<file path="config.mk">
export PLATFORM = sky130hd
export DESIGN_NAME = api_frame_deframer
export DESIGN_NICKNAME = d
export VERILOG_FILES = /design/src/hdl/afd_pkg.sv /design/src/hdl/afd_csr.sv /design/src/hdl/afd_core.sv /design/src/hdl/afd_obuf.sv /design/src/hdl/api_frame_deframer.sv
export SDC_FILE = /design/constraint.sdc
export NUM_CORES = 1
export LEC_CHECK = 0
export CELL_PAD_IN_SITES_DETAIL_PLACEMENT = 1
export CELL_PAD_IN_SITES_GLOBAL_PLACEMENT = 1
export CORE_MARGIN = 2
export CORE_UTILIZATION = 43
export DETAILED_ROUTE_END_ITERATION = 7
export DONT_BUFFER_PORTS = 1
export GPL_TIMING_DRIVEN = 0
export MAX_ROUTING_LAYER = met4
export PLACE_DENSITY_LB_ADDON = 0.1
export SLEW_MARGIN = 20
export SYNTH_ARGS = -nofsm -noshare
export SYNTH_HDL_FRONTEND = slang
export SYNTH_SLANG_ARGS = --single-unit
</file>
<file path="constraint.sdc">
create_clock -name clock -period 4.5 [get_ports clock]
set_input_delay 0.9 -clock clock [delete_from_list [all_inputs] [get_ports clock]]
set_output_delay 0.9 -clock clock [all_outputs]
set_load 0.05 [all_outputs]
</file>
<file path="src/hdl/afd_pkg.sv">
// ----------------------------------------------------------------------------
// afd_pkg
// Shared types and constants of the API frame deframer.
// ----------------------------------------------------------------------------
package afd_pkg;

   // Frame delimiter and the value that a good checksum sums to.
   localparam logic [7:0] DELIM_BYTE       = 8'h7E;
   localparam logic [7:0] GOOD_SUM         = 8'hFF;
   localparam logic [7:0] SCAN_LIMIT_RESET = 8'd30;

   // Result kinds.
   localparam logic [1:0] KIND_PAYLOAD = 2'd0;
   localparam logic [1:0] KIND_GOOD    = 2'd1;
   localparam logic [1:0] KIND_BAD     = 2'd2;
   localparam logic [1:0] KIND_TIMEOUT = 2'd3;

   // Configuration register word indexes.
   localparam logic REG_SCAN_LIMIT = 1'b0;

   typedef struct packed {
      logic [7:0] frame_type;
      logic [7:0] frame_length;
      logic [7:0] byte_index;
      logic [7:0] payload_byte;
      logic [1:0] kind;
   } afd_result_type;

endpackage

</file>
<file path="src/hdl/afd_csr.sv">
// ----------------------------------------------------------------------------
// afd_csr
// Register file of the deframer: holds the scan limit behind an APB port.
// ----------------------------------------------------------------------------
module afd_csr (
   input  logic        clock,
   input  logic        reset,
   input  logic        psel,
   input  logic        penable,
   input  logic        pwrite,
   input  logic [2:0]  paddr,
   input  logic [31:0] pwdata,
   output logic [31:0] prdata,
   output logic        pready,
   output logic [7:0]  scan_limit
);

   logic [7:0] scan_limit_ff;
   logic [7:0] scan_limit_in;
   logic       wr_en;

   assign pready = 1'b1;
   assign wr_en  = psel && penable && pwrite && pready;

   always_comb begin
      scan_limit_in = scan_limit_ff;
      if (wr_en && (paddr[2] == afd_pkg::REG_SCAN_LIMIT)) begin
         scan_limit_in = pwdata[7:0];
      end
   end

   always_ff @(posedge clock) begin
      if (reset) begin
         scan_limit_ff <= afd_pkg::SCAN_LIMIT_RESET;
      end else begin
         scan_limit_ff <= scan_limit_in;
      end
   end

   always_comb begin
      prdata = 32'd0;
      if (paddr[2] == afd_pkg::REG_SCAN_LIMIT) begin
         prdata = {24'd0, scan_limit_ff};
      end
   end

   assign scan_limit = scan_limit_ff;

endmodule

</file>
<file path="src/hdl/afd_core.sv">
// ----------------------------------------------------------------------------
// afd_core
// Frame state machine: consumes one byte per accepted word, updates the
// frame state and produces at most one result in the same cycle.
// ----------------------------------------------------------------------------
module afd_core (
   input  logic                    clock,
   input  logic                    reset,
   input  logic                    in_accept,
   input  logic [7:0]              rx_byte,
   input  logic                    begin_req,
   input  logic [7:0]              scan_limit,
   output logic                    res_valid,
   output afd_pkg::afd_result_type res_data
);

   localparam logic [2:0] PH_IDLE    = 3'd0;
   localparam logic [2:0] PH_HUNT    = 3'd1;
   localparam logic [2:0] PH_LEN_HI  = 3'd2;
   localparam logic [2:0] PH_LEN_LO  = 3'd3;
   localparam logic [2:0] PH_PAYLOAD = 3'd4;
   localparam logic [2:0] PH_CHECK   = 3'd5;

   logic [2:0] phase_ff, phase_in;
   logic [7:0] scan_count_ff, scan_count_in;
   logic [7:0] frame_len_ff, frame_len_in;
   logic [7:0] payload_pos_ff, payload_pos_in;
   logic [7:0] running_sum_ff, running_sum_in;
   logic [7:0] type_byte_ff, type_byte_in;

   // State as seen after a begin request has cleared the frame.
   logic [2:0] cur_phase;
   logic [7:0] cur_scan, cur_len, cur_pos, cur_sum, cur_type;
   logic [7:0] pos_inc, sum_add;

   always_comb begin
      cur_phase = begin_req ? PH_HUNT : phase_ff;
      cur_scan  = begin_req ? 8'd0 : scan_count_ff;
      cur_len   = begin_req ? 8'd0 : frame_len_ff;
      cur_pos   = begin_req ? 8'd0 : payload_pos_ff;
      cur_sum   = begin_req ? 8'd0 : running_sum_ff;
      cur_type  = begin_req ? 8'd0 : type_byte_ff;
      pos_inc   = cur_pos + 8'd1;
      sum_add   = cur_sum + rx_byte;

      phase_in       = cur_phase;
      scan_count_in  = cur_scan;
      frame_len_in   = cur_len;
      payload_pos_in = cur_pos;
      running_sum_in = cur_sum;
      type_byte_in   = cur_type;
      res_valid      = 1'b0;
      res_data       = '0;

      unique case (cur_phase)
         PH_HUNT: begin
            if (rx_byte == afd_pkg::DELIM_BYTE) begin
               phase_in = PH_LEN_HI;
            end else if (cur_scan > scan_limit) begin
               phase_in      = PH_IDLE;
               res_valid     = 1'b1;
               res_data.kind = afd_pkg::KIND_TIMEOUT;
            end else if (cur_scan != 8'hFF) begin
               scan_count_in = cur_scan + 8'd1;
            end
         end
         PH_LEN_HI: begin
            phase_in = PH_LEN_LO;
         end
         PH_LEN_LO: begin
            frame_len_in   = rx_byte;
            payload_pos_in = 8'd0;
            running_sum_in = 8'd0;
            type_byte_in   = 8'd0;
            phase_in       = (rx_byte == 8'd0) ? PH_CHECK : PH_PAYLOAD;
         end
         PH_PAYLOAD: begin
            if (cur_pos == 8'd0) begin
               type_byte_in = rx_byte;
            end
            running_sum_in = sum_add;
            payload_pos_in = pos_inc;
            if (pos_inc >= cur_len) begin
               phase_in = PH_CHECK;
            end
            res_valid             = 1'b1;
            res_data.kind         = afd_pkg::KIND_PAYLOAD;
            res_data.payload_byte = rx_byte;
            res_data.byte_index   = cur_pos;
            res_data.frame_length = cur_len;
            res_data.frame_type   = (cur_pos == 8'd0) ? rx_byte : cur_type;
         end
         PH_CHECK: begin
            phase_in              = PH_IDLE;
            res_valid             = 1'b1;
            res_data.kind         = (sum_add == afd_pkg::GOOD_SUM) ?
                                    afd_pkg::KIND_GOOD : afd_pkg::KIND_BAD;
            res_data.frame_length = cur_len;
            res_data.frame_type   = cur_type;
         end
         default: begin
            phase_in = PH_IDLE;
         end
      endcase

      if (!in_accept) begin
         res_valid = 1'b0;
      end
   end

   always_ff @(posedge clock) begin
      if (reset) begin
         phase_ff       <= PH_IDLE;
         scan_count_ff  <= 8'd0;
         frame_len_ff   <= 8'd0;
         payload_pos_ff <= 8'd0;
         running_sum_ff <= 8'd0;
         type_byte_ff   <= 8'd0;
      end else if (in_accept) begin
         phase_ff       <= phase_in;
         scan_count_ff  <= scan_count_in;
         frame_len_ff   <= frame_len_in;
         payload_pos_ff <= payload_pos_in;
         running_sum_ff <= running_sum_in;
         type_byte_ff   <= type_byte_in;
      end
   end

endmodule

</file>
<file path="src/hdl/afd_obuf.sv">
// ----------------------------------------------------------------------------
// afd_obuf
// Result register with a skid stage, so the input side keeps flowing for one
// extra word while the result side stalls.
// ----------------------------------------------------------------------------
module afd_obuf (
   input  logic                    clock,
   input  logic                    reset,
   input  logic                    in_valid,
   input  afd_pkg::afd_result_type in_data,
   output logic                    in_ready,
   output logic                    out_valid,
   output afd_pkg::afd_result_type out_data,
   input  logic                    out_ready
);

   logic                    out_valid_ff, out_valid_in;
   afd_pkg::afd_result_type out_data_ff, out_data_in;
   logic                    skid_valid_ff, skid_valid_in;
   afd_pkg::afd_result_type skid_data_ff, skid_data_in;

   assign in_ready = !skid_valid_ff;

   always_comb begin
      out_valid_in  = out_valid_ff;
      out_data_in   = out_data_ff;
      skid_valid_in = skid_valid_ff;
      skid_data_in  = skid_data_ff;
      if (out_ready || !out_valid_ff) begin
         if (skid_valid_ff) begin
            out_valid_in  = 1'b1;
            out_data_in   = skid_data_ff;
            skid_valid_in = 1'b0;
         end else begin
            out_valid_in = in_valid;
            out_data_in  = in_data;
         end
      end else if (in_valid) begin
         skid_valid_in = 1'b1;
         skid_data_in  = in_data;
      end
   end

   always_ff @(posedge clock) begin
      if (reset) begin
         out_valid_ff  <= 1'b0;
         skid_valid_ff <= 1'b0;
      end else begin
         out_valid_ff  <= out_valid_in;
         skid_valid_ff <= skid_valid_in;
      end
   end

   always_ff @(posedge clock) begin
      out_data_ff  <= out_data_in;
      skid_data_ff <= skid_data_in;
   end

   assign out_valid = out_valid_ff;
   assign out_data  = out_data_ff;

endmodule

</file>
<file path="src/hdl/api_frame_deframer.sv">
// ----------------------------------------------------------------------------
// api_frame_deframer
// Receiver for delimited, length-prefixed, checksummed radio-module frames.
// ----------------------------------------------------------------------------
// The block takes one received byte per word and accepts a word in every
// cycle while the result side keeps up: each word is handled in the cycle it
// is accepted, and its result, if any, goes to the output register, or to
// the skid on a stall. A two-deep result stage (output register plus skid
// register) lets the input side take one more word while a result waits;
// only when both are full does req_tready drop. A word with begin_req set
// starts a new read attempt, and its byte is already the first hunting byte.
// While hunting, bytes other than 0x7E are counted and a timeout result is
// given once the count has exceeded the scan limit register. After the
// delimiter the length high byte is skipped, the low byte gives the payload
// length, each payload byte is reported with its index, and the checksum byte
// ends the frame with a good or bad result. Bytes arriving while idle are
// dropped. The scan limit should be written only while the block is idle.
module api_frame_deframer (
   input  logic        clock,
   input  logic        reset,
   // Input channel.
   input  logic        req_tvalid,
   output logic        req_tready,
   input  logic [7:0]  req_tdata,   // [7:0] rx_byte
   input  logic        req_tuser,   // [0] begin_req
   // Result channel.
   output logic        rsp_tvalid,
   input  logic        rsp_tready,
   output logic [31:0] rsp_tdata,   // [7:0] payload_byte, [15:8] byte_index,
                                    // [23:16] frame_length, [31:24] frame_type
   output logic [1:0]  rsp_tuser,   // [1:0] kind
   // Configuration port.
   input  logic        csr_psel,
   input  logic        csr_penable,
   input  logic        csr_pwrite,
   input  logic [2:0]  csr_paddr,
   input  logic [31:0] csr_pwdata,
   output logic [31:0] csr_prdata,
   output logic        csr_pready
);

   logic                    in_accept;
   logic [7:0]              scan_limit;
   logic                    res_valid;
   afd_pkg::afd_result_type res_data;
   afd_pkg::afd_result_type rsp_data;

   // A valid word is taken whenever the skid register is free.
   assign in_accept = req_tvalid && req_tready;

   afd_csr u_csr (
      .clock      (clock),
      .reset      (reset),
      .psel       (csr_psel),
      .penable    (csr_penable),
      .pwrite     (csr_pwrite),
      .paddr      (csr_paddr),
      .pwdata     (csr_pwdata),
      .prdata     (csr_prdata),
      .pready     (csr_pready),
      .scan_limit (scan_limit)
   );

   afd_core u_core (
      .clock      (clock),
      .reset      (reset),
      .in_accept  (in_accept),
      .rx_byte    (req_tdata),
      .begin_req  (req_tuser),
      .scan_limit (scan_limit),
      .res_valid  (res_valid),
      .res_data   (res_data)
   );

   afd_obuf u_obuf (
      .clock     (clock),
      .reset     (reset),
      .in_valid  (res_valid),
      .in_data   (res_data),
      .in_ready  (req_tready),
      .out_valid (rsp_tvalid),
      .out_data  (rsp_data),
      .out_ready (rsp_tready)
   );

   // Pack the result fields, lowest field in the lowest bits.
   assign rsp_tdata = {rsp_data.frame_type, rsp_data.frame_length,
                       rsp_data.byte_index, rsp_data.payload_byte};
   assign rsp_tuser = rsp_data.kind;

endmodule
</file>
## Yosys cells after proc, flatten, opt, wreduce, memory -nomap -nowiden

Cells that the tools add are included.

- Output and inout port bits: 69
- Word-level logic and storage cells: 79
- Bits of input ports: 51
- Bits in registers: 121

- Add/sub/neg operators: 3
- Order comparisons: 2
- Equality and inequality tests: 8
- Reductions and logical operators: 12
- Mux-type cells: 33
- Bitwise gates (word level): 2

Operators with widths:

| cell | number |
|---|---|
| $mux W8 | 12 |
| $pmux W8 S2 | 3 |
| $mux W34 | 1 |
| $pmux W16 S2 | 1 |
| $add A8 B1 Y8 const B | 2 |
| $logic_not A8 Y1 | 2 |
| $mux W16 | 1 |
| $mux W3 | 4 |
| $pmux W3 S4 | 1 |
| $add A8 B8 Y8 | 1 |
| $eq A8 B7 Y1 const B | 1 |
| $eq A8 B8 Y1 const B | 1 |
| $ge A8 B8 Y1 | 1 |
| $gt A8 B8 Y1 | 1 |
| $ne A8 B8 Y1 const B | 1 |
| $eq A3 B2 Y1 const B | 2 |
| $eq A3 B3 Y1 const B | 2 |
| $mux W2 | 3 |
| $mux W1 | 5 |
| $logic_and A1 B1 Y1 | 4 |
| $pmux W2 S2 | 1 |
| $reduce_or A2 Y1 | 2 |
| $eq A3 B1 Y1 const B | 1 |
| $logic_not A1 Y1 | 2 |
| other kinds (4) | 5 |

## Longest topological paths before layout

- Depth after elaboration: 7
- Gate-level depth with buffers: 14
- Depth with buffers taken out: 12

## Cells and area by module

From an unflattened synthesis, not the netlist that was laid out.

- Cells, all modules: 588
- Area total of the unflattened synthesis: 6472.5 µm²

Modules (own cells, without submodules):

| module | area each (µm²) | sequential area each (µm²) | cells an instance | instances |
|---|---|---|---|---|
| afd_core | 3183.1 | 860.8 | 402 | 1 |
| afd_obuf | 2672.6 | 2082.0 | 115 | 1 |
| afd_csr | 610.6 | 160.2 | 70 | 1 |
| api_frame_deframer | 6.3 | 0.0 | 1 | 1 |

## Worst setup path after synthesis

Ideal clock, no wire load.

- Path type: input to register
- Start: input req_tuser
- End: register u_obuf.skid_data_ff[0] (netlist bit), enable pin
- Setup slack: -0.150 ns
- Setup time: 0.425 ns
- Stages: 11
- Buffers on the path: 3
- Data required time: 4.075 ns
- Arrival: 4.225 ns
- Cells stage by stage: clkbuf_1 clkbuf_1 clkbuf_1 nor2b_1 ha_1 and3_1 a221o_1 a21o_4 and3b_1 o21ai_1 nor2_1

- Longest elaborated chain between the ends: 7
- Elaborated cells on any way between the ends: 12
- Classes of those cells: 1 x order compare; 3 x eq/ne; 6 x mux; 2 x reduce/logical

RTL lines:

| element | line | source |
|---|---|---|
| start, declared | api_frame_deframer.sv:25 | `input logic req_tuser,` |
| $mux W8 | afd_core.sv:38 | `cur_scan = begin_req ? 8'd0 : scan_count_ff;` |
| $gt A8 B8 Y1 | afd_core.sv:59 | `end else if (cur_scan > scan_limit) begin` |
| $mux W1 | afd_core.sv:59 |  |
| $mux W1 | afd_core.sv:57 | `if (rx_byte == afd_pkg::DELIM_BYTE) begin` |
| $pmux W1 S2 * | afd_core.sv:55 | `unique case (cur_phase)` |
| $mux W1 * | afd_core.sv:106 | `if (!in_accept) begin` |
| $reduce_and A2 Y1 (no line) * | - |  |
| end signal, assigned | afd_obuf.sv:56 | `skid_data_ff <= skid_data_in;` |
| end, declared | afd_obuf.sv:20 | `afd_pkg::afd_result_type skid_data_ff, skid_data_in;` |

Mark *: on every way between the ends. The rest lies on a longest branch, timed or not.
A chain may end at the register's enable or synchronous reset.

## Worst setup path in the final report

- Start: input req_tuser
- End: register u_obuf.skid_data_ff[16] (netlist bit), enable pin

The elaborated chain is that of the path after synthesis.

==> insert_results.sql <==
INSERT INTO impl_metrics (metric_group, metric, value, unit) VALUES
('run_status', 'outcome', 'finished clean', ''),
('routing', 'drt-vias-per-instance', '5.52', ''),
('routing', 'detail_route.first_pass.iterations', '5', ''),
('cells_and_area', 'areaGrowthSynthToFinish', '15.1', '%'),
('logic_synthesis', 'synthFlopType', 'sky130_fd_sc_hd__edfxtp_1', ''),
('floorplan', 'coreArea', '14400', 'µm²'),
('timing', 'layout_worst_path_cycle_share', '91.3', '%'),
('power', 'p_per_area', '365', 'nW/µm²'),
('routing', 'detail-route-antenna-nets', '0', ''),
('cells_and_area', 'layout.cells.most_common_list', 'sky130_fd_sc_hd__nor2_1, sky130_fd_sc_hd__edfxtp_1, sky130_fd_sc_hd__dfxtp_1', ''),
('cells_and_area', 'fillCellCount', '1566', ''),
('logic_synthesis', 'synth_async_sr_flop_share', '0', '%'),
('power', 'pwr-share-comb', '6.0', '%'),
('timing', 'timing.max_slew.rel_slack', '34.6', '%'),
('cts', 'clock_tree_from_tritoncts', 'yes', ''),
('placed_design', 'place.gp.congestion', '0.819', ''),
('global_route', 'grt-ovfl-total', '0', ''),
('floorplan', 'die_footprint', '15500', 'µm²'),
('cts', 'clkTransAtPathRegs', '0.06', 'ns'),
('power', 'vdd_drop_max', '174', 'µV'),
('routing', 'wl_per_cell', '19.3', 'µm'),
('logic_synthesis', 'synth_top_family_by_area', 'simple AND/OR/NAND/NOR gates', ''),
('logic_synthesis', 'yosys_register_bits', '121', ''),
('cts', 'number_of_clock_buffers_inserted_by_tritoncts', '17', ''),
('logic_synthesis', 'synth-xor-area-share', '1.40', '%'),
('logic_synthesis', 'leading_cell_types_by_total_area_after_synthesis', 'sky130_fd_sc_hd__edfxtp_1, sky130_fd_sc_hd__dfxtp_1, sky130_fd_sc_hd__mux2_2', ''),
('timing', 'setup_viol_count_final', '0', ''),
('logic_synthesis', 'yosysSeqAreaShare', '49.6', '%'),
('cts', 'cts_setup_buffers', '0', ''),
('logic_synthesis', 'synth_compound_area_share', '14.0', '%'),
('global_route', 'pin_count_of_the_biggest_net_entering_global_routing', '32', ''),
('worst_setup_path', 'crit_type', 'in -> reg', ''),
('cts', 'clock_tree.buffer_depth', '2', ''),
('logic_synthesis', 'postSynthAreaPerCell', '10.4', 'µm²'),
('cells_and_area', 'fraction_of_layout_instances_using_a_drive_strength_above_1', '15.4', '%'),
('global_route', 'grt_antenna_before_repair', '0', ''),
('timing', 'worst_slack', '0.390', 'ns'),
('timing', 'worst_slew_pin_slew', '0.973', 'ns'),
('logic_synthesis', 'number_of_instances_in_the_synthesized_netlist', '600', ''),
('worst_hold_path', 'min_path_type', 'reg -> reg', ''),
('worst_setup_path', 'critical_path_arrival', '4.23', 'ns'),
('logic_synthesis', 'yosys-mux-area-fraction', '6.07', '%'),
('timing', 'achievable-frequency', '0.243', 'GHz'),
('worst_setup_path', 'crit_fanout', '20', ''),
('logic_synthesis', 'synth_top_area_share', '32.6', '%'),
('logic_synthesis', 'synth_simple_gate_area_share', '17.7', '%'),
('placed_design', 'dp_worst_setup_slack', '-0.232', 'ns'),
('logic_synthesis', 'yosys.cell_types.count', '62', ''),
('global_route', 'grt_pass1_vias', '4834', ''),
('worst_setup_path', 'cp_data_required_time', '4.62', 'ns'),
('routing', 'number_of_remaining_drc_errors', '0', ''),
('cts', 'clock-sinks', '121', ''),
('cts', 'h-tree-depth', '4', ''),
('routing', 'wl', '16200', 'µm'),
('timing', 'min_tclk_post_route', '4.11', 'ns'),
('global_route', 'gr-usage-all-layers', '22.1', '%'),
('timing', 'maxSlewViolCount', '0', ''),
('timing', 'finalClockSkew', '0.0116', 'ns'),
('placed_design', 'dp_hpwl', '11800', 'µm'),
('worst_setup_path', 'critical_path.endpoint_type', 'flip-flop', ''),
('logic_synthesis', 'synth_enable_flop_cells', '68', ''),
('routing', 'vias', '4646', ''),
('logic_synthesis', 'synthAdderAreaFrac', '5.51', '%'),
('power', 'power.switching_fraction', '25.2', '%'),
('logic_synthesis', 'syn_area', '6260', 'µm²'),
('power', 'clock_power_share', '49.9', '%'),
('logic_synthesis', 'yosysTopAreaCell', 'sky130_fd_sc_hd__edfxtp_1', ''),
('floorplan', 'dieWidth', '125', 'µm'),
('cts', 'clock_insertion_delay_worst_skew', '0.42', 'ns'),
('cells_and_area', 'num-nets-final', '722', ''),
('placed_design', 'portBuffers', '0', '');
[cell type report]
cell class | instances | share of cell area (%)
inverter | 18 | 0.937
multi-input combinational | 433 | 40.3
buffer | 51 | 3.99
timing repair buffer | 2 | 0.660
tap | 184 | 3.19
clock inverter | 15 | 2.00
clock buffer | 17 | 5.90
sequential | 121 | 43.0
[critical path, stage by stage]
cell                       delay (ns)
sky130_fd_sc_hd__clkbuf_1        0.43
sky130_fd_sc_hd__clkbuf_1        0.52
sky130_fd_sc_hd__clkbuf_2        0.37
sky130_fd_sc_hd__nor2b_1         0.12
sky130_fd_sc_hd__ha_1            0.29
sky130_fd_sc_hd__and3_1          0.18
sky130_fd_sc_hd__a221o_1         0.17
sky130_fd_sc_hd__a21o_4          0.16
sky130_fd_sc_hd__and3b_1         0.22
sky130_fd_sc_hd__o21ai_1         0.12
sky130_fd_sc_hd__nor2_4          0.48
sky130_fd_sc_hd__buf_16          0.23
[power by group through the flow]
stage / clock network (mW) / registers (mW) / logic (mW)
after global placement: 0 / 1.19 / 0.153
after CTS: 1.34 / 1.16 / 0.156
after floorplan: 0 / 1.19 / 0.132
after detailed placement: 0 / 1.19 / 0.156
after global routing: 1.38 / 1.16 / 0.168
final: 1.31 / 1.16 / 0.157
[logic make-up (layout without fill, tap and decap cells)]
family	after synthesis	after routing
adder cells (fa/ha/maj)	27	27
buffers and inverters	69	103
flip-flops	121	121
other	2	25
XOR/XNOR	10	10
multiplexers	34	34
AND/OR/NAND/NOR	214	214
AO/OA/AOI/OAI	123	123
[flip-flops by register name (all words and copies together), names as in the netlist]
name                   flops
u_obuf.out_data           34
u_obuf.out_valid           1
u_core.frame_len_ff        8
u_core.running_sum_ff      8
u_core.scan_count_ff       8
u_obuf.skid_data_ff       34
u_core.type_byte_ff        8
u_core.phase_ff            3
u_obuf.skid_valid_ff       1
u_csr.scan_limit           8
u_core.payload_pos_ff      8
[Yosys cell counts (3+ instances only)]
library cell               count
sky130_fd_sc_hd__edfxtp_1     68
sky130_fd_sc_hd__a31oi_1       4
sky130_fd_sc_hd__nor4_1        3
sky130_fd_sc_hd__and3_1       11
sky130_fd_sc_hd__buf_4        25
sky130_fd_sc_hd__nand2b_1     16
sky130_fd_sc_hd__nand3b_1      3
sky130_fd_sc_hd__or3_1         3
sky130_fd_sc_hd__nand3_1       8
sky130_fd_sc_hd__dfxtp_1      53
sky130_fd_sc_hd__ha_1         26
sky130_fd_sc_hd__clkbuf_1     24
sky130_fd_sc_hd__a22oi_1      29
sky130_fd_sc_hd__o21ai_0      16
sky130_fd_sc_hd__xnor2_1       7
sky130_fd_sc_hd__inv_1        16
sky130_fd_sc_hd__nand4b_1      3
sky130_fd_sc_hd__mux2_2       31
sky130_fd_sc_hd__a21o_1       10
sky130_fd_sc_hd__xor2_1        3
sky130_fd_sc_hd__a211o_1       4
sky130_fd_sc_hd__o21a_1        3
sky130_fd_sc_hd__a221o_1       4
sky130_fd_sc_hd__a21oi_1      23
sky130_fd_sc_hd__o21ai_1       4
sky130_fd_sc_hd__nand2_1      29
sky130_fd_sc_hd__nor2_1       74
sky130_fd_sc_hd__a22o_1        7
sky130_fd_sc_hd__nor2b_1      23
sky130_fd_sc_hd__a211oi_1      5
sky130_fd_sc_hd__and2_1       16
sky130_fd_sc_hd__nor3_1        8
sky130_fd_sc_hd__nand4_1       4
[path summary, 6_finish.rpt]
kind	start	endpoint	slack, ns	cells past startpoint
setup / recovery	req_tuser	u_obuf.skid_data_ff[16]	0.39	12
hold / removal	u_csr.scan_limit[6]	u_csr.scan_limit[6]	0.46	2
setup reg to reg	u_core.payload_pos_ff[0]	u_core.phase_ff[0]	1.55	11
hold reg to reg	u_csr.scan_limit[6]	u_csr.scan_limit[6]	0.46	2
[stage by stage]
step	TNS [ns]	power (mW)	instance area, µm²	hold WS [ns]	utilization [%]
after floorplan	0	1.32	6350	0.436	-
after global placement	-29.59	1.34	6580	0.444	45.8
after detailed placement	-5.99	1.34	6640	0.458	46.2
after CTS	0	2.66	7210	0.466	50.1
after global routing	0	2.72	7210	0.488	50.2
final	0	2.63	7210	0.459	50.2
[metal layers]
| layer | wire, µm | up-vias | track usage [%] |
|---|---|---|---|
| li1 | - | 2220 | - |
| met1 | 6930 | 2284 | 26.7 |
| met2 | 8360 | 126 | 37.2 |
| met3 | 673 | 16 | 4.51 |
| met4 | 260 | 0 | 6.81 |
| met5 | 0 | - | - |
[repair_timing]
item	CTS	global route
hold buffers	0	0
gates resized for setup	0	2
hold endpoints to repair	0	0
setup endpoints to repair	0	21
No activity file was read; power rests on OpenSTA's default activity.
